## src/hdl/atb_pkg.sv

```systemverilog
// Shared types and constants for the analog trigger to button block.
package atb_pkg;

  localparam int unsigned DefValueWidth = 16;
  localparam int unsigned CfgAddrWidth  = 5;
  localparam int unsigned CfgDataWidth  = 32;

  // Register indexes (byte address is 4 * index)
  localparam logic [2:0] REG_FAST_MODE = 3'd0;
  localparam logic [2:0] REG_PRESS_THR = 3'd1;
  localparam logic [2:0] REG_MARGIN    = 3'd2;
  localparam logic [2:0] REG_DEAD_ZONE = 3'd3;
  localparam logic [2:0] REG_LOWER_LIM = 3'd4;
  localparam logic [2:0] REG_UPPER_LIM = 3'd5;

  // Register reset values
  localparam logic               RST_FAST_MODE = 1'b0;
  localparam logic signed [15:0] RST_PRESS_THR = 16'sd16384;
  localparam logic        [14:0] RST_MARGIN    = 15'd3277;
  localparam logic        [14:0] RST_DEAD_ZONE = 15'd0;
  localparam logic signed [15:0] RST_LOWER_LIM = -16'sd32767;
  localparam logic signed [15:0] RST_UPPER_LIM = 16'sd32767;

  typedef enum logic [1:0] {
    OP_SET = 2'd0,
    OP_ADD = 2'd1,
    OP_NEG = 2'd2,
    OP_CLR = 2'd3
  } op_t;

  typedef struct packed {
    logic        fast_mode;
    logic [15:0] press_thr;
    logic [14:0] margin;
    logic [14:0] dead_zone;
    logic [15:0] lower_lim;
    logic [15:0] upper_lim;
  } cfg_t;

  typedef struct packed {
    logic button_down;
    logic press_edge;
    logic release_edge;
    logic value_changed;
    logic axis_active;
  } res_flags_t;

endpackage

```

## src/hdl/atb_step.sv

```systemverilog
// Next-state and result logic for one trigger operation.
module atb_step import atb_pkg::*; #(
  parameter int unsigned VALUE_WIDTH = DefValueWidth
) (
  input  cfg_t                          cfg,
  input  op_t                           op,
  input  logic signed [15:0]            sample,
  input  logic signed [VALUE_WIDTH-1:0] cur,
  input  logic signed [VALUE_WIDTH-1:0] prev,
  input  logic signed [VALUE_WIDTH-1:0] peak,
  input  logic signed [VALUE_WIDTH-1:0] rel,
  input  logic                          btn,
  output logic signed [VALUE_WIDTH-1:0] cur_nxt,
  output logic signed [VALUE_WIDTH-1:0] prev_nxt,
  output logic signed [VALUE_WIDTH-1:0] peak_nxt,
  output logic signed [VALUE_WIDTH-1:0] rel_nxt,
  output logic                          btn_nxt,
  output res_flags_t                    flags,
  output logic signed [15:0]            axis_value
);

  localparam int unsigned WW = ((VALUE_WIDTH > 16) ? VALUE_WIDTH : 16) + 2;
  localparam logic signed [WW-1:0] VMAX_W = WW'((64'sd1 <<< (VALUE_WIDTH - 1)) - 64'sd1);
  localparam logic signed [WW-1:0] VMIN_W = -VMAX_W - WW'(1);

  logic signed [WW-1:0] cur_w, prev_w, peak_w, rel_w, smp_w;
  logic signed [WW-1:0] thr_w, lo_w, hi_w, mrg_w, dead_w;
  logic signed [WW-1:0] raw_v, lo_v, hi_v, clamp_v, neg_v, neg_sat;
  logic signed [WW-1:0] pk_up, mag;
  logic signed [WW-1:0] cur_n, prev_n, peak_n, rel_n;
  logic                 btn_n, store;

  assign cur_w  = WW'(cur);
  assign prev_w = WW'(prev);
  assign peak_w = WW'(peak);
  assign rel_w  = WW'(rel);
  assign smp_w  = WW'(sample);
  assign thr_w  = WW'($signed(cfg.press_thr));
  assign lo_w   = WW'($signed(cfg.lower_lim));
  assign hi_w   = WW'($signed(cfg.upper_lim));
  assign mrg_w  = WW'($signed({1'b0, cfg.margin}));
  assign dead_w = WW'($signed({1'b0, cfg.dead_zone}));

  // Lower limit first, then upper, then the storage range
  assign raw_v   = (op == OP_SET) ? smp_w : (cur_w + smp_w);
  assign lo_v    = (raw_v < lo_w) ? lo_w : raw_v;
  assign hi_v    = (lo_v > hi_w) ? hi_w : lo_v;
  assign clamp_v = (hi_v > VMAX_W) ? VMAX_W : ((hi_v < VMIN_W) ? VMIN_W : hi_v);

  assign neg_v   = -cur_w;
  assign neg_sat = (neg_v > VMAX_W) ? VMAX_W : neg_v;

  assign pk_up = (clamp_v > peak_w) ? clamp_v : peak_w;
  assign store = (op == OP_SET) || ((op == OP_ADD) && (sample != 16'sd0));

  always_comb begin
    cur_n  = cur_w;
    prev_n = prev_w;
    peak_n = peak_w;
    rel_n  = rel_w;
    btn_n  = btn;
    case (op)
      OP_SET, OP_ADD: begin
        if (store) begin
          prev_n = cur_w;
          cur_n  = clamp_v;
          if (!cfg.fast_mode) begin
            btn_n = (clamp_v >= thr_w);
          end else if (clamp_v >= thr_w) begin
            peak_n = pk_up;
            if (!btn) begin
              if (clamp_v > rel_w + mrg_w) begin
                btn_n = 1'b1;
                rel_n = clamp_v;
              end
            end else if (clamp_v < pk_up - mrg_w) begin
              btn_n  = 1'b0;
              rel_n  = clamp_v;
              peak_n = clamp_v;
            end
          end else if (btn) begin
            // forced up below threshold
            if (clamp_v < peak_w - mrg_w) begin
              rel_n  = clamp_v;
              peak_n = clamp_v;
            end
            btn_n = 1'b0;
          end else begin
            peak_n = '0;
            rel_n  = '0;
          end
        end
      end
      OP_NEG: begin
        cur_n = neg_sat;
      end
      OP_CLR: begin
        cur_n  = '0;
        prev_n = '0;
        peak_n = '0;
        rel_n  = '0;
        btn_n  = 1'b0;
      end
      default: ;
    endcase
  end

  assign mag = (cur_n < 0) ? -cur_n : cur_n;

  assign cur_nxt  = cur_n[VALUE_WIDTH-1:0];
  assign prev_nxt = prev_n[VALUE_WIDTH-1:0];
  assign peak_nxt = peak_n[VALUE_WIDTH-1:0];
  assign rel_nxt  = rel_n[VALUE_WIDTH-1:0];
  assign btn_nxt  = btn_n;

  assign flags.button_down   = btn_n;
  assign flags.press_edge    = store && !btn && btn_n;
  assign flags.release_edge  = store && btn && !btn_n;
  assign flags.value_changed = (cur_n != prev_n);
  assign flags.axis_active   = (mag > dead_w);
  assign axis_value          = cur_n[15:0];

endmodule

```

## src/hdl/analog_trigger_to_button.sv

```systemverilog
// Top level: analog trigger value to digital button with rapid-trigger hysteresis.
//
// Input channel (in_valid / in_stall) carries one operation per beat: set, add,
// negate or clear, with a signed Q1.15 sample. Result channel (out_valid /
// out_stall) returns exactly one beat per input beat: button level, press and
// release edges, value-changed and axis-active flags, and the current value.
// Configuration registers sit on an APB-style port at byte address 4 * index;
// write them only while no beat is in flight.
// An accepted beat waits in the input register; the state update and the result
// register load then take place together.
// Throughput is one beat per cycle while the receiver does not stall; the stored
// levels feed back through a single clamp, compare and select path, which sets that figure.
// When the receiver stalls, the result register holds and the input register
// still takes one more beat; in_stall rises only once both are full.
// Synchronous active-low reset empties both registers, zeroes all levels,
// puts the button up and loads the register defaults.
module analog_trigger_to_button import atb_pkg::*; #(
  parameter int unsigned VALUE_WIDTH = DefValueWidth
) (
  input  logic                    clk,
  input  logic                    rst_n,
  input  logic                    in_valid,
  output logic                    in_stall,
  input  logic [1:0]              in_operation,
  input  logic signed [15:0]      in_sample,
  output logic                    out_valid,
  input  logic                    out_stall,
  output logic                    out_button_down,
  output logic                    out_press_edge,
  output logic                    out_release_edge,
  output logic                    out_value_changed,
  output logic                    out_axis_active,
  output logic signed [15:0]      out_axis_value,
  input  logic                    psel,
  input  logic                    penable,
  input  logic                    pwrite,
  input  logic [CfgAddrWidth-1:0] paddr,
  input  logic [CfgDataWidth-1:0] pwdata,
  output logic [CfgDataWidth-1:0] prdata,
  output logic                    pready
);

  cfg_t                          cfg_r;
  logic                          in_v_r;
  op_t                           op_r;
  logic signed [15:0]            sample_r;
  logic                          out_v_r;
  res_flags_t                    flags_r;
  logic signed [15:0]            axis_r;
  logic signed [VALUE_WIDTH-1:0] cur_r, prev_r, peak_r, rel_r;
  logic                          btn_r;

  logic signed [VALUE_WIDTH-1:0] cur_nxt, prev_nxt, peak_nxt, rel_nxt;
  logic                          btn_nxt;
  res_flags_t                    flags_nxt;
  logic signed [15:0]            axis_nxt;
  logic                          advance, in_take, cfg_wr;
  logic [2:0]                    reg_idx;

  assign reg_idx = paddr[4:2];
  assign cfg_wr  = psel && penable && pwrite;
  assign pready  = 1'b1;

  // Result slot is free when empty or being drained this cycle
  assign advance  = in_v_r && (!out_v_r || !out_stall);
  assign in_stall = in_v_r && !advance;
  assign in_take  = in_valid && !in_stall;

  always_ff @(posedge clk) begin
    if (!rst_n) begin
      cfg_r.fast_mode <= RST_FAST_MODE;
      cfg_r.press_thr <= RST_PRESS_THR;
      cfg_r.margin    <= RST_MARGIN;
      cfg_r.dead_zone <= RST_DEAD_ZONE;
      cfg_r.lower_lim <= RST_LOWER_LIM;
      cfg_r.upper_lim <= RST_UPPER_LIM;
    end else if (cfg_wr) begin
      case (reg_idx)
        REG_FAST_MODE: cfg_r.fast_mode <= pwdata[0];
        REG_PRESS_THR: cfg_r.press_thr <= pwdata[15:0];
        REG_MARGIN:    cfg_r.margin    <= pwdata[14:0];
        REG_DEAD_ZONE: cfg_r.dead_zone <= pwdata[14:0];
        REG_LOWER_LIM: cfg_r.lower_lim <= pwdata[15:0];
        REG_UPPER_LIM: cfg_r.upper_lim <= pwdata[15:0];
        default: ;
      endcase
    end
  end

  always_comb begin
    case (reg_idx)
      REG_FAST_MODE: prdata = CfgDataWidth'(cfg_r.fast_mode);
      REG_PRESS_THR: prdata = CfgDataWidth'(cfg_r.press_thr);
      REG_MARGIN:    prdata = CfgDataWidth'(cfg_r.margin);
      REG_DEAD_ZONE: prdata = CfgDataWidth'(cfg_r.dead_zone);
      REG_LOWER_LIM: prdata = CfgDataWidth'(cfg_r.lower_lim);
      REG_UPPER_LIM: prdata = CfgDataWidth'(cfg_r.upper_lim);
      default:       prdata = '0;
    endcase
  end

  // Input register
  always_ff @(posedge clk) begin
    if (!rst_n) begin
      in_v_r <= 1'b0;
    end else if (in_take) begin
      in_v_r <= 1'b1;
    end else if (advance) begin
      in_v_r <= 1'b0;
    end
  end

  always_ff @(posedge clk) begin
    if (in_take) begin
      op_r     <= op_t'(in_operation);
      sample_r <= in_sample;
    end
  end

  atb_step #(
    .VALUE_WIDTH(VALUE_WIDTH)
  ) u_step (
    .cfg       (cfg_r),
    .op        (op_r),
    .sample    (sample_r),
    .cur       (cur_r),
    .prev      (prev_r),
    .peak      (peak_r),
    .rel       (rel_r),
    .btn       (btn_r),
    .cur_nxt   (cur_nxt),
    .prev_nxt  (prev_nxt),
    .peak_nxt  (peak_nxt),
    .rel_nxt   (rel_nxt),
    .btn_nxt   (btn_nxt),
    .flags     (flags_nxt),
    .axis_value(axis_nxt)
  );

  // Commit state and load the result register together
  always_ff @(posedge clk) begin
    if (!rst_n) begin
      cur_r   <= '0;
      prev_r  <= '0;
      peak_r  <= '0;
      rel_r   <= '0;
      btn_r   <= 1'b0;
      out_v_r <= 1'b0;
    end else begin
      if (advance) begin
        cur_r   <= cur_nxt;
        prev_r  <= prev_nxt;
        peak_r  <= peak_nxt;
        rel_r   <= rel_nxt;
        btn_r   <= btn_nxt;
        out_v_r <= 1'b1;
      end else if (!out_stall) begin
        out_v_r <= 1'b0;
      end
    end
  end

  always_ff @(posedge clk) begin
    if (advance) begin
      flags_r <= flags_nxt;
      axis_r  <= axis_nxt;
    end
  end

  assign out_valid         = out_v_r;
  assign out_button_down   = flags_r.button_down;
  assign out_press_edge    = flags_r.press_edge;
  assign out_release_edge  = flags_r.release_edge;
  assign out_value_changed = flags_r.value_changed;
  assign out_axis_active   = flags_r.axis_active;
  assign out_axis_value    = axis_r;

endmodule

```

## config.mk

```make
export PLATFORM = sky130hd
export DESIGN_NAME = analog_trigger_to_button
export DESIGN_NICKNAME = d
export VERILOG_FILES = /design/src/hdl/atb_pkg.sv /design/src/hdl/atb_step.sv /design/src/hdl/analog_trigger_to_button.sv
export SDC_FILE = /design/constraint.sdc
export NUM_CORES = 1
export LEC_CHECK = 0
export BUFFER_PORTS_ARGS = -buffer_cell sky130_fd_sc_hd__buf_2
export CORE_MARGIN = 2
export CORE_UTILIZATION = 40
export DETAILED_ROUTE_END_ITERATION = 7
export SLEW_MARGIN = 10
export SYNTH_ARGS = -nofsm -noshare
export SYNTH_HDL_FRONTEND = slang
export SYNTH_SLANG_ARGS = --single-unit
export TNS_END_PERCENT = 100
```

## constraint.sdc

```tcl
create_clock -name clk -period 18.5 [get_ports clk]
set_clock_uncertainty 0.1 [all_clocks]
set_input_delay 3.7 -clock clk [delete_from_list [all_inputs] [get_ports clk]]
set_output_delay 3.7 -clock clk [all_outputs]
set_load 0.03 [all_outputs]
```

==> Word-level counts from Yosys, hierarchy flattened <==
Cells that the tools add are included.
{ "word_totals": {"reg_bits": 185, "in_bits": 62, "out_inout_bits": 56, "elab_cells": 127} }
{ "op_classes": {"add_sub_neg": 6, "order_cmp": 12, "n_eq_ne": 15, "muxes": 41, "reduce_logical": 32} }
{ "op_table": {"columns": ["operator", "n"], "rows": [
  ["16-bit 2-to-1 mux", 15],
  ["18-bit 2-to-1 mux", 10],
  ["16-bit case mux with 6 select lines", 1],
  ["16-bit case mux with 2 select lines", 2],
  ["18-bit by 16-bit greater-than comparator with 1-bit output", 3],
  ["18-bit case mux with 3 select lines", 1],
  ["18-bit by 16-bit greater-than comparator with 1-bit output (second input constant)", 2],
  ["18-bit case mux with 2 select lines", 1],
  ["16-bit by 16-bit adder with 17-bit output", 2],
  ["18-bit by 16-bit >= comparator with 1-bit output", 1],
  ["18-bit by 17-bit greater-than comparator with 1-bit output", 1],
  ["18-bit by 1-bit less-than comparator with 1-bit output (second input constant)", 1],
  ["18-bit by 16-bit less-than comparator with 1-bit output", 1],
  ["18-bit by 16-bit less-than comparator with 1-bit output (second input constant)", 1],
  ["18-bit by 17-bit less-than comparator with 1-bit output", 1],
  ["18-bit less-than comparator", 1],
  ["18-bit inequality test", 1],
  ["16-bit negation with 18-bit output", 1],
  ["18-bit negation", 1],
  ["18-bit by 16-bit subtractor with 18-bit output", 1],
  ["16-bit by 16-bit subtractor with 17-bit output", 1],
  ["16-bit nonzero test", 1],
  ["2-bit AND reduction", 6],
  ["1-bit logical AND", 10],
  ["19 further kinds", 40]
]} }

==> Longest topological paths before layout <==
{ "depth": {"depth_word": 21, "depth_mapped": 69} }

==> By module <==
Synthesis repeated with hierarchy kept, for this count alone.
{ "hier_totals": {"cells_unflattened": 2130, "hier_area_um2": 17237.8} }
{ "by_module_without_submodules": {"columns": ["module", "n_inst", "cells_per_inst", "area_each_um2", "seq_area_each_um2"], "rows": [
  ["atb_step", 1, 1396, 9815.7, 0.0],
  ["analog_trigger_to_button", 1, 734, 7422.1, 4093.9]
]} }

==> Worst setup path before layout <==
OpenSTA, ideal clock, no wires.
{ "synth_timing": {"path_type": "flip-flop to flip-flop", "start": "reg cur_r[1]", "end": "reg rel_r[10]", "arrival_ns": 12.891, "setup_slack_ns": 5.449, "stages_incl_launch_ff": 65, "n_path_buf": 7, "period_less_slack_ns": 13.051, "cell_sequence": "dfxtp_1 -> clkbuf_1 -> inv_1 -> fa_1 -> nand2b_1 -> a21oi_1 -> o21a_1 -> a21oi_1 -> o211a_1 -> ha_1 -> and4_1 -> nor4b_2 -> a31oi_1 -> o211a_1 -> buf_6 -> xnor2_4 -> clkbuf_1 -> mux2_2 -> [... 29 more ...] -> o21ai_0 -> a21oi_1 -> o21ai_0 -> a21oi_1 -> a311o_1 -> xor2_1 -> ha_1 -> nand4_1 -> nor2_1 -> nand3_1 -> o211ai_1 -> a21oi_1 -> o31ai_1 -> o221ai_1 -> a211o_1 -> a21oi_2 -> buf_2 -> a22o_1"} }
{ "synth_between": {"elab_chain_cells": 15, "word_cells_on_any_way": 30, "classes_between": "2 x add/sub; 9 x order compare; 3 x eq/ne; 15 x mux; 1 x reduce/logical"} }
{ "synth_lines": {"columns": ["element", "line", "text"], "rows": [
  ["start: declaration", "analog_trigger_to_button.sv:50", "logic signed [VALUE_WIDTH-1:0] cur_r, prev_r, peak_r, rel_r;"],
  ["start signal: assignment", "analog_trigger_to_button.sv:151", "cur_r <= cur_nxt;"],
  ["16-bit by 16-bit adder with 17-bit output *", "atb_step.sv:45", "assign raw_v = (op == OP_SET) ? smp_w : (cur_w + smp_w);"],
  ["18-bit 2-to-1 mux *", "atb_step.sv:45", null],
  ["18-bit by 16-bit less-than comparator with 1-bit output", "atb_step.sv:46", "assign lo_v = (raw_v < lo_w) ? lo_w : raw_v;"],
  ["18-bit 2-to-1 mux *", "atb_step.sv:46", null],
  ["18-bit by 16-bit greater-than comparator with 1-bit output", "atb_step.sv:47", "assign hi_v = (lo_v > hi_w) ? hi_w : lo_v;"],
  ["18-bit 2-to-1 mux *", "atb_step.sv:47", null],
  ["18-bit by 16-bit less-than comparator with 1-bit output", "atb_step.sv:48", "assign clamp_v = (hi_v > VMAX_W) ? VMAX_W : ((hi_v < VMIN_W) ? VMIN_W : hi_v);"],
  ["18-bit 2-to-1 mux", "atb_step.sv:48", null],
  ["18-bit 2-to-1 mux *", "atb_step.sv:48", null],
  ["18-bit by 16-bit greater-than comparator with 1-bit output (tied with other cells)", "atb_step.sv:53", "assign pk_up = (clamp_v > peak_w) ? clamp_v : peak_w;"],
  ["18-bit 2-to-1 mux (tied with other cells)", "atb_step.sv:53", null],
  ["18-bit by 16-bit subtractor with 18-bit output / 16-bit 2-to-1 mux (equally long branches)", "atb_step.sv:76, atb_step.sv:69", null],
  ["18-bit less-than comparator / 16-bit 2-to-1 mux (equally long branches)", "atb_step.sv:76, atb_step.sv:67", null],
  ["4-bit inequality test (no line) / 16-bit 2-to-1 mux (equally long branches)", null, null],
  ["7-bit AND reduction (no line) / 16-bit case mux with 2 select lines (equally long branches)", null, null],
  ["end signal: assignment", "analog_trigger_to_button.sv:154", "rel_r <= rel_nxt;"],
  ["end: declaration", "analog_trigger_to_button.sv:50", null]
]} }
Every way passes the cells marked *; elsewhere a longest branch is shown, timed or not. The select of a mux whose other input is x is not followed.
A chain may end at the register's enable or synchronous reset.

==> Worst setup path after layout <==
{ "layout_timing": {"start": "reg cur_r[0]", "end": "reg peak_r[12]"} }
{ "layout_between": {"elab_chain_cells": 19, "word_cells_on_any_way": 26, "classes_between": "2 x add/sub; 8 x order compare; 1 x eq/ne; 14 x mux; 1 x reduce/logical"} }
{ "layout_lines": {"columns": ["element", "line", "text"], "rows": [
  ["16-bit by 16-bit adder with 17-bit output *", "atb_step.sv:45", null],
  ["18-bit 2-to-1 mux *", "atb_step.sv:45", null],
  ["18-bit by 16-bit less-than comparator with 1-bit output", "atb_step.sv:46", null],
  ["18-bit 2-to-1 mux *", "atb_step.sv:46", null],
  ["18-bit by 16-bit greater-than comparator with 1-bit output", "atb_step.sv:47", null],
  ["18-bit 2-to-1 mux *", "atb_step.sv:47", null],
  ["18-bit by 16-bit less-than comparator with 1-bit output", "atb_step.sv:48", null],
  ["18-bit 2-to-1 mux", "atb_step.sv:48", null],
  ["[... 3 more ...]", null, null],
  ["18-bit by 16-bit subtractor with 18-bit output", "atb_step.sv:76", "end else if (clamp_v < pk_up - mrg_w) begin"],
  ["18-bit less-than comparator", "atb_step.sv:76", null],
  ["16-bit 2-to-1 mux", "atb_step.sv:76", null],
  ["16-bit 2-to-1 mux", "atb_step.sv:71", "if (!btn) begin"],
  ["16-bit 2-to-1 mux", "atb_step.sv:69", "end else if (clamp_v >= thr_w) begin"],
  ["16-bit 2-to-1 mux", "atb_step.sv:67", "if (!cfg.fast_mode) begin"],
  ["16-bit 2-to-1 mux", "atb_step.sv:64", "if (store) begin"],
  ["16-bit case mux with 2 select lines", "atb_step.sv:62", "case (op)"],
  ["end signal: assignment", "analog_trigger_to_button.sv:153", "peak_r <= peak_nxt;"],
  ["end: declaration", "analog_trigger_to_button.sv:50", null]
]} }
Marks and branches as above.

==> impl_metrics.env <==
export IMPL_crit_required_ns=18.80
export IMPL_use_met1_pct=37.3
export IMPL_async_flop_share_pct=0
export IMPL_drt_iter0_drc=1304
export IMPL_post_synth_top_count_cell="nand2_1"
export IMPL_yosysUniqueCellTypes=87
export IMPL_timing_critical_path_to_type="flop"
export IMPL_slowest_stage="a22oi_1"
export IMPL_ctsRootBufferMaster="clkbuf_16"
export IMPL_synth_cells=1961
export IMPL_first_global_vias=14000
export IMPL_die_area_um2=41100
export IMPL_synth_ff_type="dfxtp_1"
export IMPL_cts_sinks=185
export IMPL_grt_pass1_wl_mm=81.4
export IMPL_fillCellCount=3832
export IMPL_r2r_cells=62
export IMPL_grt_busiest_layer="met2"
export IMPL_ys_ff_latch=185
export IMPL_grt_util_met2_pct=40.0
export IMPL_areaGrowthSynthToFinish_pct=9.19
export IMPL_cts_hold_buf=0
export IMPL_cp_startpoint="cur_r[0]"
export IMPL_drtAntennaViolNets=0
export IMPL_max_freq_mhz=61.4
export IMPL_synth_top_area_cell="dfxtp_1"
export IMPL_grt_util_all_layers_pct=25.7
export IMPL_worst_pin_slew_ns=1.27
export IMPL_start_util_pct=40.7
export IMPL_use_met3_pct=3.52
export IMPL_clkLatencyLatePin_ns=0.47
export IMPL_finalPower_w=0.00316
export IMPL_via_per_inst=5.88
export IMPL_htreeDepth=4
export IMPL_synth_area_um2=15800
export IMPL_dpl_hpwl_mm=40.0
export IMPL_rsz0062_at_grt="false"
export IMPL_post_route_min_period_ns=16.28
export IMPL_min_delay_path_depth=2
export IMPL_crit_type="reg -> reg"
export IMPL_status="finished clean"
export IMPL_final_hold_viol_count=0
export IMPL_power_density_nw_per_um2=183
export IMPL_yosysSeqAreaShare_pct=25.9
export IMPL_gp_congestion=0.925
export IMPL_slew_headroom_pct=15.1
export IMPL_regArea_um2=4090
export IMPL_path_clk_slew_ns=0.08
export IMPL_drv_cap=0
export IMPL_io_pins=118
export IMPL_synthTopCellsByCount="nand2_1 (216), ha_1 (195), a21oi_1 (176)"
export IMPL_rr_startpoint="cur_r[0]"
export IMPL_max_stage_delay_ns=0.65
export IMPL_r2r_slack_ns=2.22
export IMPL_drc=0
export IMPL_timing_final_crit_share_pct=88.0
export IMPL_drt_first_pass_iters=6
export IMPL_clock_path_buffers=2
export IMPL_syn_area_per_cell_um2=8.05
export IMPL_netlist_area_leader_share_pct=18.5
export IMPL_drv_slew=0
export IMPL_finalSetupViolCount=0
export IMPL_grt_max_degree=57
export IMPL_die_h_um=203
export IMPL_portBuffers=82
export IMPL_synth_edf_count=39
export IMPL_hold_class="reg -> reg"
export IMPL_cts_resized=0
export IMPL_leakagePower_nw=7.31
export IMPL_wire_per_inst_um=20.9
export IMPL_drive_gt1_share_pct=11.0
export IMPL_rows=72
export IMPL_cp_endpoint="peak_r[12]"
export IMPL_antenna_found_initial=0
export IMPL_worstReg2RegEnd="peak_r[12]"
export IMPL_yosys_warnings=0
export IMPL_synth_area_leaders="dfxtp_1 (19%), ha_1 (15%), edfxtp_1 (7.4%)"
export IMPL_cp_max_fo=18
export IMPL_core_um2=38800
export IMPL_cp_arrival_ns=16.58
export IMPL_vdd_ir_drop_max_mv=0.111
export IMPL_multi_input_area_um2=10700
export IMPL_die_width_um=203
export IMPL_critPathMostFrequentCell="a21oi_1"
export IMPL_grt_overflow_total=0
export IMPL_cts_setup_buffers=0
export IMPL_n_antenna_cell=0
export IMPL_tns_ns=0
export IMPL_numCtsBuffers=17
export IMPL_cts_tree="built"
export IMPL_dr_total_vias=14900
export IMPL_crit_path_start_kind="flop"
export IMPL_routed_wl_mm=53.1
export IMPL_nNetsFinal=2267
[worst max-delay path: cells and delay by family, from the launching register on]
family	cells	cell delay, ns
AOI/OAI and AO/OA	35	8.63
xor gates and xnor gates	2	0.76
adders and majority gates	7	2.04
buffers and inverters	4	0.39
DFF	1	0.55
muxes	2	0.81
and+or+nand+nor	12	2.92
[where the power goes]
part           total [W]  internal [W]  switching, W
Clock           0.000372      0.000179      0.000194
Combinational    0.00232      0.000913       0.00141
Sequential      0.000459      0.000438     0.0000211
Total            0.00316       0.00153       0.00162
[how the worst min path moves through the flow]
stage / end / slack, ns / from
after detailed placement: cfg_r[74] / 0.37 / cfg_r[74]
after global routing: cfg_r[67] / 0.40 / cfg_r[67]
after global placement: cfg_r[69] / 0.36 / cfg_r[69]
final: cfg_r[74] / 0.38 / cfg_r[74]
after floorplan: cfg_r[15] / 0.35 / cfg_r[15]
after CTS: cfg_r[74] / 0.38 / cfg_r[74]
[layer usage]
layer,up-vias,share of wire (%)
met5,-,0
met4,0,1.9
met3,72,6.9
met2,540,43
met1,7114,48
li1,7192,-
[layout by cell type (no fill, tap or decap), types with 8 or more instances in the layout]
master and count:
xor2_1 19, or3_1 17, o31ai_1 17, or2_2 8, conb_1 17, mux2_2 32, a22o_1 19, a211oi_1 27
o21bai_1 12, buf_2 82, ha_1 195, inv_1 168, xnor2_1 38, o22ai_1 17, and3_1 24, nor4_1 13
nand2_1 216, a21o_1 52, mux2i_1 41, buf_4 29, o2bb2ai_1 14, nand2b_1 21, a22oi_1 44, nand3_1 39
a21oi_1 176, o21a_1 17, o21ai_0 95, o211ai_1 29, nor2_1 127, dfxtp_1 146, clkbuf_16 17, edfxtp_1 39
nor2b_1 14, nor3_1 27, nand4_1 21
[per-stage QoR]
step / worst slack, ns / std cells / hold slack [ns] / utilization, % / instance area (um2)
2_1_floorplan: 5.45 / 1976 / 0.350 / - / 15800
3_3_place_gp: 2.84 / 2505 / 0.358 / 42.9 / 16700
3_5_place_dp: 2.68 / 2505 / 0.367 / 42.9 / 16700
4_1_cts: 2.58 / 2537 / 0.378 / 44.4 / 17200
5_1_grt: 1.10 / 2537 / 0.395 / 44.4 / 17200
6_report: 2.22 / 2537 / 0.377 / 44.4 / 17200
[registers in the layout (all words and copies together), names as in the netlist, 2 cells and up]
name / cells
rel_r: 16
sample_r: 16
out_axis_value: 16
op_r: 2
prev_r: 16
cur_r: 16
cfg_r: 79
peak_r: 16
[area by class of cell]
| type | count | area share (%) |
|---|---|---|
| repair buffers | 111 | 3.64 |
| flip-flops and latches | 185 | 23.8 |
| clock buffers | 18 | 2.49 |
| inverters | 171 | 3.72 |
| clock inverters | 14 | 0.770 |
| well taps | 518 | 3.76 |
| multi-input cells | 1520 | 61.9 |
[kinds of logic after synthesis]
logic type | count (synthesis) | synth area share [%]
AO/OA/AOI/OAI | 606 | 25.8
AND/OR/NAND/NOR | 565 | 16.9
buffers and inverters | 271 | 7.03
adder cells (fa/ha/maj) | 201 | 16.1
flip-flops | 185 | 25.9
multiplexers | 73 | 4.88
XOR/XNOR | 58 | 3.34
other | 2 | 0.0476
Power figures use the tool's default switching activity.
